<file path="src/sv/smm_pkg.sv">
// Shared types, constants and codes of the segmented memory manager.
package smm_pkg;

    localparam int MaxSegments = 256;
    localparam int SlotWords   = 1024;
    localparam int IdW         = $clog2(MaxSegments);
    localparam int OffW        = $clog2(SlotWords);
    localparam int LenW        = OffW + 1;
    localparam int AddrW       = IdW + OffW;
    localparam int CntW        = IdW + 1;
    localparam int QDepth      = 2;

    typedef enum logic [2:0] {
        OP_MAP    = 3'd0,
        OP_UNMAP  = 3'd1,
        OP_LOAD   = 3'd2,
        OP_STORE  = 3'd3,
        OP_DUP    = 3'd4
    } t_op;

    typedef enum logic [2:0] {
        ST_OK         = 3'd0,
        ST_NO_ID      = 3'd1,
        ST_UNMAPPED   = 3'd2,
        ST_OFFSET     = 3'd3,
        ST_UNMAP_ZERO = 3'd4
    } t_status;

    typedef struct packed {
        logic [2:0]  opcode;
        logic [7:0]  seg_id;
        logic [9:0]  word_offset;
        logic [31:0] store_value;
        logic [10:0] segment_length;
    } t_req;

    typedef struct packed {
        logic [31:0] result_word;
        logic [2:0]  status;
    } t_rsp;

    // Command from the classifier to the memory engine.
    typedef enum logic [2:0] {
        K_REPLY = 3'd0,   // nothing to do in memory
        K_READ  = 3'd1,
        K_WRITE = 3'd2,
        K_FILL  = 3'd3,   // zero-fill count words of a slot
        K_COPY  = 3'd4    // copy count words of a slot into slot zero
    } t_kind;

    typedef struct packed {
        t_kind            kind;
        logic [IdW-1:0]   id;
        logic [OffW-1:0]  off;
        logic [31:0]      value;
        logic [LenW-1:0]  count;
        t_rsp             rsp;
    } t_cmd;

endpackage

</file>
<file path="src/sv/smm_cmd_queue.sv">
// Short command queue between the classifier and the memory engine.
module smm_cmd_queue (
    input  logic          i_clk,
    input  logic          i_rst_n,
    input  smm_pkg::t_cmd i_cmd,
    input  logic          i_push,
    output logic          o_full,
    output smm_pkg::t_cmd o_cmd,
    output logic          o_empty,
    input  logic          i_pop
);
    localparam int PtrW = $clog2(smm_pkg::QDepth);

    smm_pkg::t_cmd   r_mem [smm_pkg::QDepth];
    logic [PtrW-1:0] r_wr;
    logic [PtrW-1:0] r_rd;
    logic [PtrW:0]   r_cnt;
    logic            w_wr;
    logic            w_rd;

    // One slot is held back for the command still in the classifier register.
    assign o_full  = (r_cnt >= (PtrW+1)'(smm_pkg::QDepth - 1));
    assign o_empty = (r_cnt == '0);
    assign o_cmd   = r_mem[r_rd];
    assign w_wr    = i_push;
    assign w_rd    = i_pop && !o_empty;

    always_ff @(posedge i_clk) begin
        if (!i_rst_n) begin
            r_wr  <= '0;
            r_rd  <= '0;
            r_cnt <= '0;
        end else begin
            if (w_wr) begin
                r_wr <= r_wr + 1'b1;
            end
            if (w_rd) begin
                r_rd <= r_rd + 1'b1;
            end
            r_cnt <= r_cnt + (PtrW+1)'(w_wr) - (PtrW+1)'(w_rd);
        end
    end

    always_ff @(posedge i_clk) begin
        if (w_wr) begin
            r_mem[r_wr] <= i_cmd;
        end
    end
endmodule

</file>
<file path="config.mk">
export PLATFORM = sky130hd
export DESIGN_NAME = smm_cmd_queue
export DESIGN_NICKNAME = d
export VERILOG_FILES = /design/src/sv/smm_pkg.sv /design/src/sv/smm_cmd_queue.sv
export SDC_FILE = /design/constraint.sdc
export NUM_CORES = 1
export LEC_CHECK = 0
export ABC_CLOCK_PERIOD_IN_PS = 11300
export BUFFER_PORTS_ARGS = -buffer_cell sky130_fd_sc_hd__buf_2
export CORE_ASPECT_RATIO = 1.5
export CORE_MARGIN = 2
export CORE_UTILIZATION = 56
export CTS_CLUSTER_DIAMETER = 40
export DETAILED_ROUTE_END_ITERATION = 12
export PLACE_DENSITY = 0.95
export SYNTH_ARGS = -nofsm -noshare
export SYNTH_HDL_FRONTEND = slang
export SYNTH_SLANG_ARGS = --single-unit
</file>
<file path="constraint.sdc">
create_clock -name i_clk -period 11.3 [get_ports i_clk]
set_input_delay 0.565 -clock i_clk [delete_from_list [all_inputs] [get_ports i_clk]]
set_output_delay 0.565 -clock i_clk [all_outputs]
set_load 0.1 [all_outputs]
</file>
[Word level (Yosys, flattened, before mapping)]
Memories as Yosys holds them, arrays and structs flattened. A register that Yosys moved wholly into a read port is not among the register bits.
Cells that the tools add are included.
Word-level totals
  memory bits (writable): 198
  input bits: 103
  memories: 1
  register bits: 4
  logic and storage cells: 16
Cells by class
  add/subtract/negate cells: 4
  multiplexer cells: 4
  reductions and logical operators: 3
  $lt $le $gt $ge: 1
Memory list
  r_mem: depth 2, width 99, read ports 1, clocked after Yosys merged registers in 1, wr ports 1, RTL line smm_cmd_queue.sv:14  | smm_pkg::t_cmd r_mem [smm_pkg::QDepth];
Operators with widths (count)
  $mux 1: 4
  $add 1x1->1 const B: 2
  $add 2x1->2: 1
  $ge 2x1->1 const B: 1
  $logic_not 2->1: 1
  $sub 2x1->2: 1
  $logic_and 1x1->1: 1
  $logic_not 1->1: 1

[Logic depth before layout (Yosys ltp)]
  word-level depth: 5
  mapped depth: 6
  mapped depth without buffers: 6

[Worst setup path before layout]
Ideal clock, no wire load.
  path kind: input to register
  from: in i_push
  to: mem r_mem[0][0] in the netlist's numbering (enable)
  arrival time: 4.905 ns
  library setup time: 0.570 ns
  path slack: 5.825 ns
  stages on the path: 1
  cell sequence: nor2b_1
On the way
  cells in the longest elaborated chain, start to end: 2
Ends and longest elaborated chain
  from (decl): RTL line smm_cmd_queue.sv:6  | input logic i_push,
  $mux 1: RTL line smm_cmd_queue.sv:45  | if (w_wr) begin
  $mux 1 (not written as such): RTL line smm_cmd_queue.sv:46  | r_mem[r_wr] <= i_cmd;
  to (decl): RTL line smm_cmd_queue.sv:14
Every way passes these cells.

==> run summary <==
### Outcome
* completed — outcome

### Synthesis
* 198 — EDFF count, synth
* 0 — fraction of registers with async set or reset after synthesis
* 436 — Post-Synthesis Net Count
* 22.4 µm² — Avg Inst Size Synth
* edfxtp_1 — Main synth FF type
* 0 — YS warnings
* edfxtp_1 (198), mux2_2 (89), mux2_4 (10), buf_2 (8), dfxtp_1 (5) — top cells by instance count after synthesis
* 331 — Post-Syn Instances
* 0.802 — post-synth top area share
* 16 — Synth cell types
* 203 — flip-flop and latch count after synthesis
* 0.816 — register area share after synthesis
* edfxtp_1 — most used standard cell by instance count after synthesis
* edfxtp_1 — library cell occupying the most area in the post-synthesis netlist
* 7410 µm² — cell area after technology mapping
* edfxtp_1 (80%), mux2_2 (14%), mux2_4 (2.0%) — top post-synthesis cells by area

### Critical path
* 10740 ps — worst endpoint required time
* buffers and inverters — family with the most delay on the worst path
* 2720 ps — arrival time of data at the critical path endpoint
* buf_4 -> mux2_2 -> buf_2 — ordered list of cells on the worst path
* primary output — kind of capture point of the worst setup path
* flop — kind of start point of the critical path
* flop to primary output — startpoint-to-endpoint class of the critical path
* 2 — WP buf/inv
* 750 ps — peak per-stage delay on the critical path
* dfxtp_4 — CP max-delay cell
* 54 — worst-path maximum fanout

### STA
* 9.27 ps — clock skew after layout
* 0 — final count of pins violating max slew
* 0 ps — TNS Setup
* 3290 ps — post-layout min period
* 0 — final setup vio count
* no — RSZ-0062 raised after global routing
* 0.304 GHz — maximum operating frequency
* 0 — final hold vios
* 288 ps — hold_ws
* 1090 ps — Tightest Pin Transition
* 0.272 — max_slew headroom
* 0.291 — Tcrit/Tclk final

### GRT
* 21300 µm — wire length of the first global-routing pass
* 1 — number of antenna violations at the first check in global routing
* 4180 — number of global-route vias before repair
* 0 — total grt overflow
* 0.191 — All-Layer GR Usage
* 63 — maximum number of pins on one net before global-route repair

### Routing
* 0 — number of design rule violations left after detail routing
* 4 — detailed-router iteration count before antenna repair
* 0 — number of nets still failing antenna checks after routing
* 19.3 µm — average routed wire per standard cell
* 221 — Starting DRT DRC Count
* 5.36 — detail-routed via count per cell
* 13800 µm — post-detailed-routing wire length
* 3829 — Via Count

### Floorplan
* 0.572 — initial core utilization
* 13000 µm² — core box area
* 97.9 µm — die outline width
* 51 — Row Count
* 14200 µm² — total die area
* 145 µm — die span in y
* 204 — io pins

### Cells and area
* 651 — number of nets at the end of the flow
* 781 — fill cell total of the finished layout
* 715 — final non-filler cell total
* 0.598 — fraction of layout instances using a drive strength above 1
* 6050 µm² — register area
* 0.707 — share of the core filled with cells in the final layout
* 1290 µm² — Multi-input gate area
* 23.6% — synthesis-to-finish area growth

### Clocking
* done — CTS tree
* 0 — buffer count from post-CTS setup fixing
* clkbuf_16 — buffer type at the clock tree root
* 460 ps — clock insertion delay at the later pin of the skew report
* 203 — Clock Sink Count
* 18 — number of buffers inserted during clock tree synthesis
* 0 — number of buffers inserted for hold repair after clock tree synthesis
* 1 — H-tree depth
* 70 ps — clock slew seen by the registers of the worst setup and hold paths
* 0 — cells resized by post-CTS repair
* 3 — buffers from clock root to sink, at most

### Pwr
* 259 nW/µm² — power density relative to cell area
* 3.47 nW — standby leakage power
* 0.240 mV — Max IR drop VDD
* 2.37 mW — Pwr Total

### Worst hold path
* input port to flop — class of the tightest hold or removal check

### Place
* 9120 µm — DP Wirelength
* 203 — number of input and output port buffers inserted
* 0.761 — RePlAce Congestion
* 685 — count of placed standard cells including taps

### Run
* 0 — number of maximum-capacitance violations

per-layer routing:
layer | routed length (µm) | global-route usage | up-vias | part of all wire
met5 | 0 | 0 | - | 0
met4 | 575 | 0.0889 | 0 | 0.042
met3 | 812 | 0.0390 | 42 | 0.059
met2 | 7600 | 0.354 | 172 | 0.55
met1 | 4800 | 0.206 | 1874 | 0.35
li1 | - | - | 1741 | -
per-stage QoR:
step / cell area (µm²) / setup WS (ps)
6_report: 9160 / 8010
3_3_place_gp: 8590 / 8540
3_5_place_dp: 8590 / 8470
2_1_floorplan: 7410 / 5820
5_1_grt: 9160 / 7890
4_1_cts: 9160 / 7970
logic make-up after synthesis:
kind of cell    share of synthesized area
compound gates                    0.00202
xor+xnor                          0.00304
fa+ha+maj                         0.00337
buf+inv                            0.0115
flops                               0.816
mux                                 0.158
simple gates                      0.00641
final cells by class:
type                       count  area share
inverter                       3     0.00123
clock inverter                 6     0.00847
sequential                   203       0.660
multi-input combinational    114       0.141
antenna                        1    0.000273
tap                          159      0.0217
timing repair buffer         206       0.113
clock buffer                  23      0.0535
power breakdown:
group / internal [mW] / total (mW) / switching [mW]
clock network: 0.351 / 0.590 / 0.240
logic: 0.173 / 0.877 / 0.704
registers: 0.875 / 0.906 / 0.0308
total: 1.40 / 2.37 / 0.975
worst register-to-register path, delay by kind of cell, from the launching register on:
kind / cells / cell delay, ps
buffers and inverters: 1 / 800
and+or+nand+nor: 1 / 850
DFF: 1 / 350
state kept, by name, indices dropped and copies added (netlist names), named ones only:
register  cells
r_cnt         2
r_wr          1
r_mem       198
r_rd          1
cell usage in the layout (no fill, tap or decap), types with 3 or more instances in the layout:
| master | instances |
|---|---|
| inv_1 | 3 |
| edfxtp_1 | 198 |
| buf_2 | 203 |
| dfxtp_1 | 4 |
| buf_4 | 3 |
| mux2_2 | 89 |
| clkbuf_16 | 19 |
| clkbuf_1 | 4 |
| mux2_4 | 10 |
worst paths after layout:
kind                     start  cells after the start  slack [ps]                      to
max                       flop                      3        8010               o_cmd[52]
min                  i_cmd[33]                      1         290  r_mem[0][33]$_DFFE_PP_
max reg2reg  r_wr$_SDFFE_PN0P_                      2        8880  r_mem[0][15]$_DFFE_PP_
min reg2reg  r_rd$_SDFFE_PN0P_                      2         490       r_rd$_SDFFE_PN0P_
(Power assumes the default switching activity.)
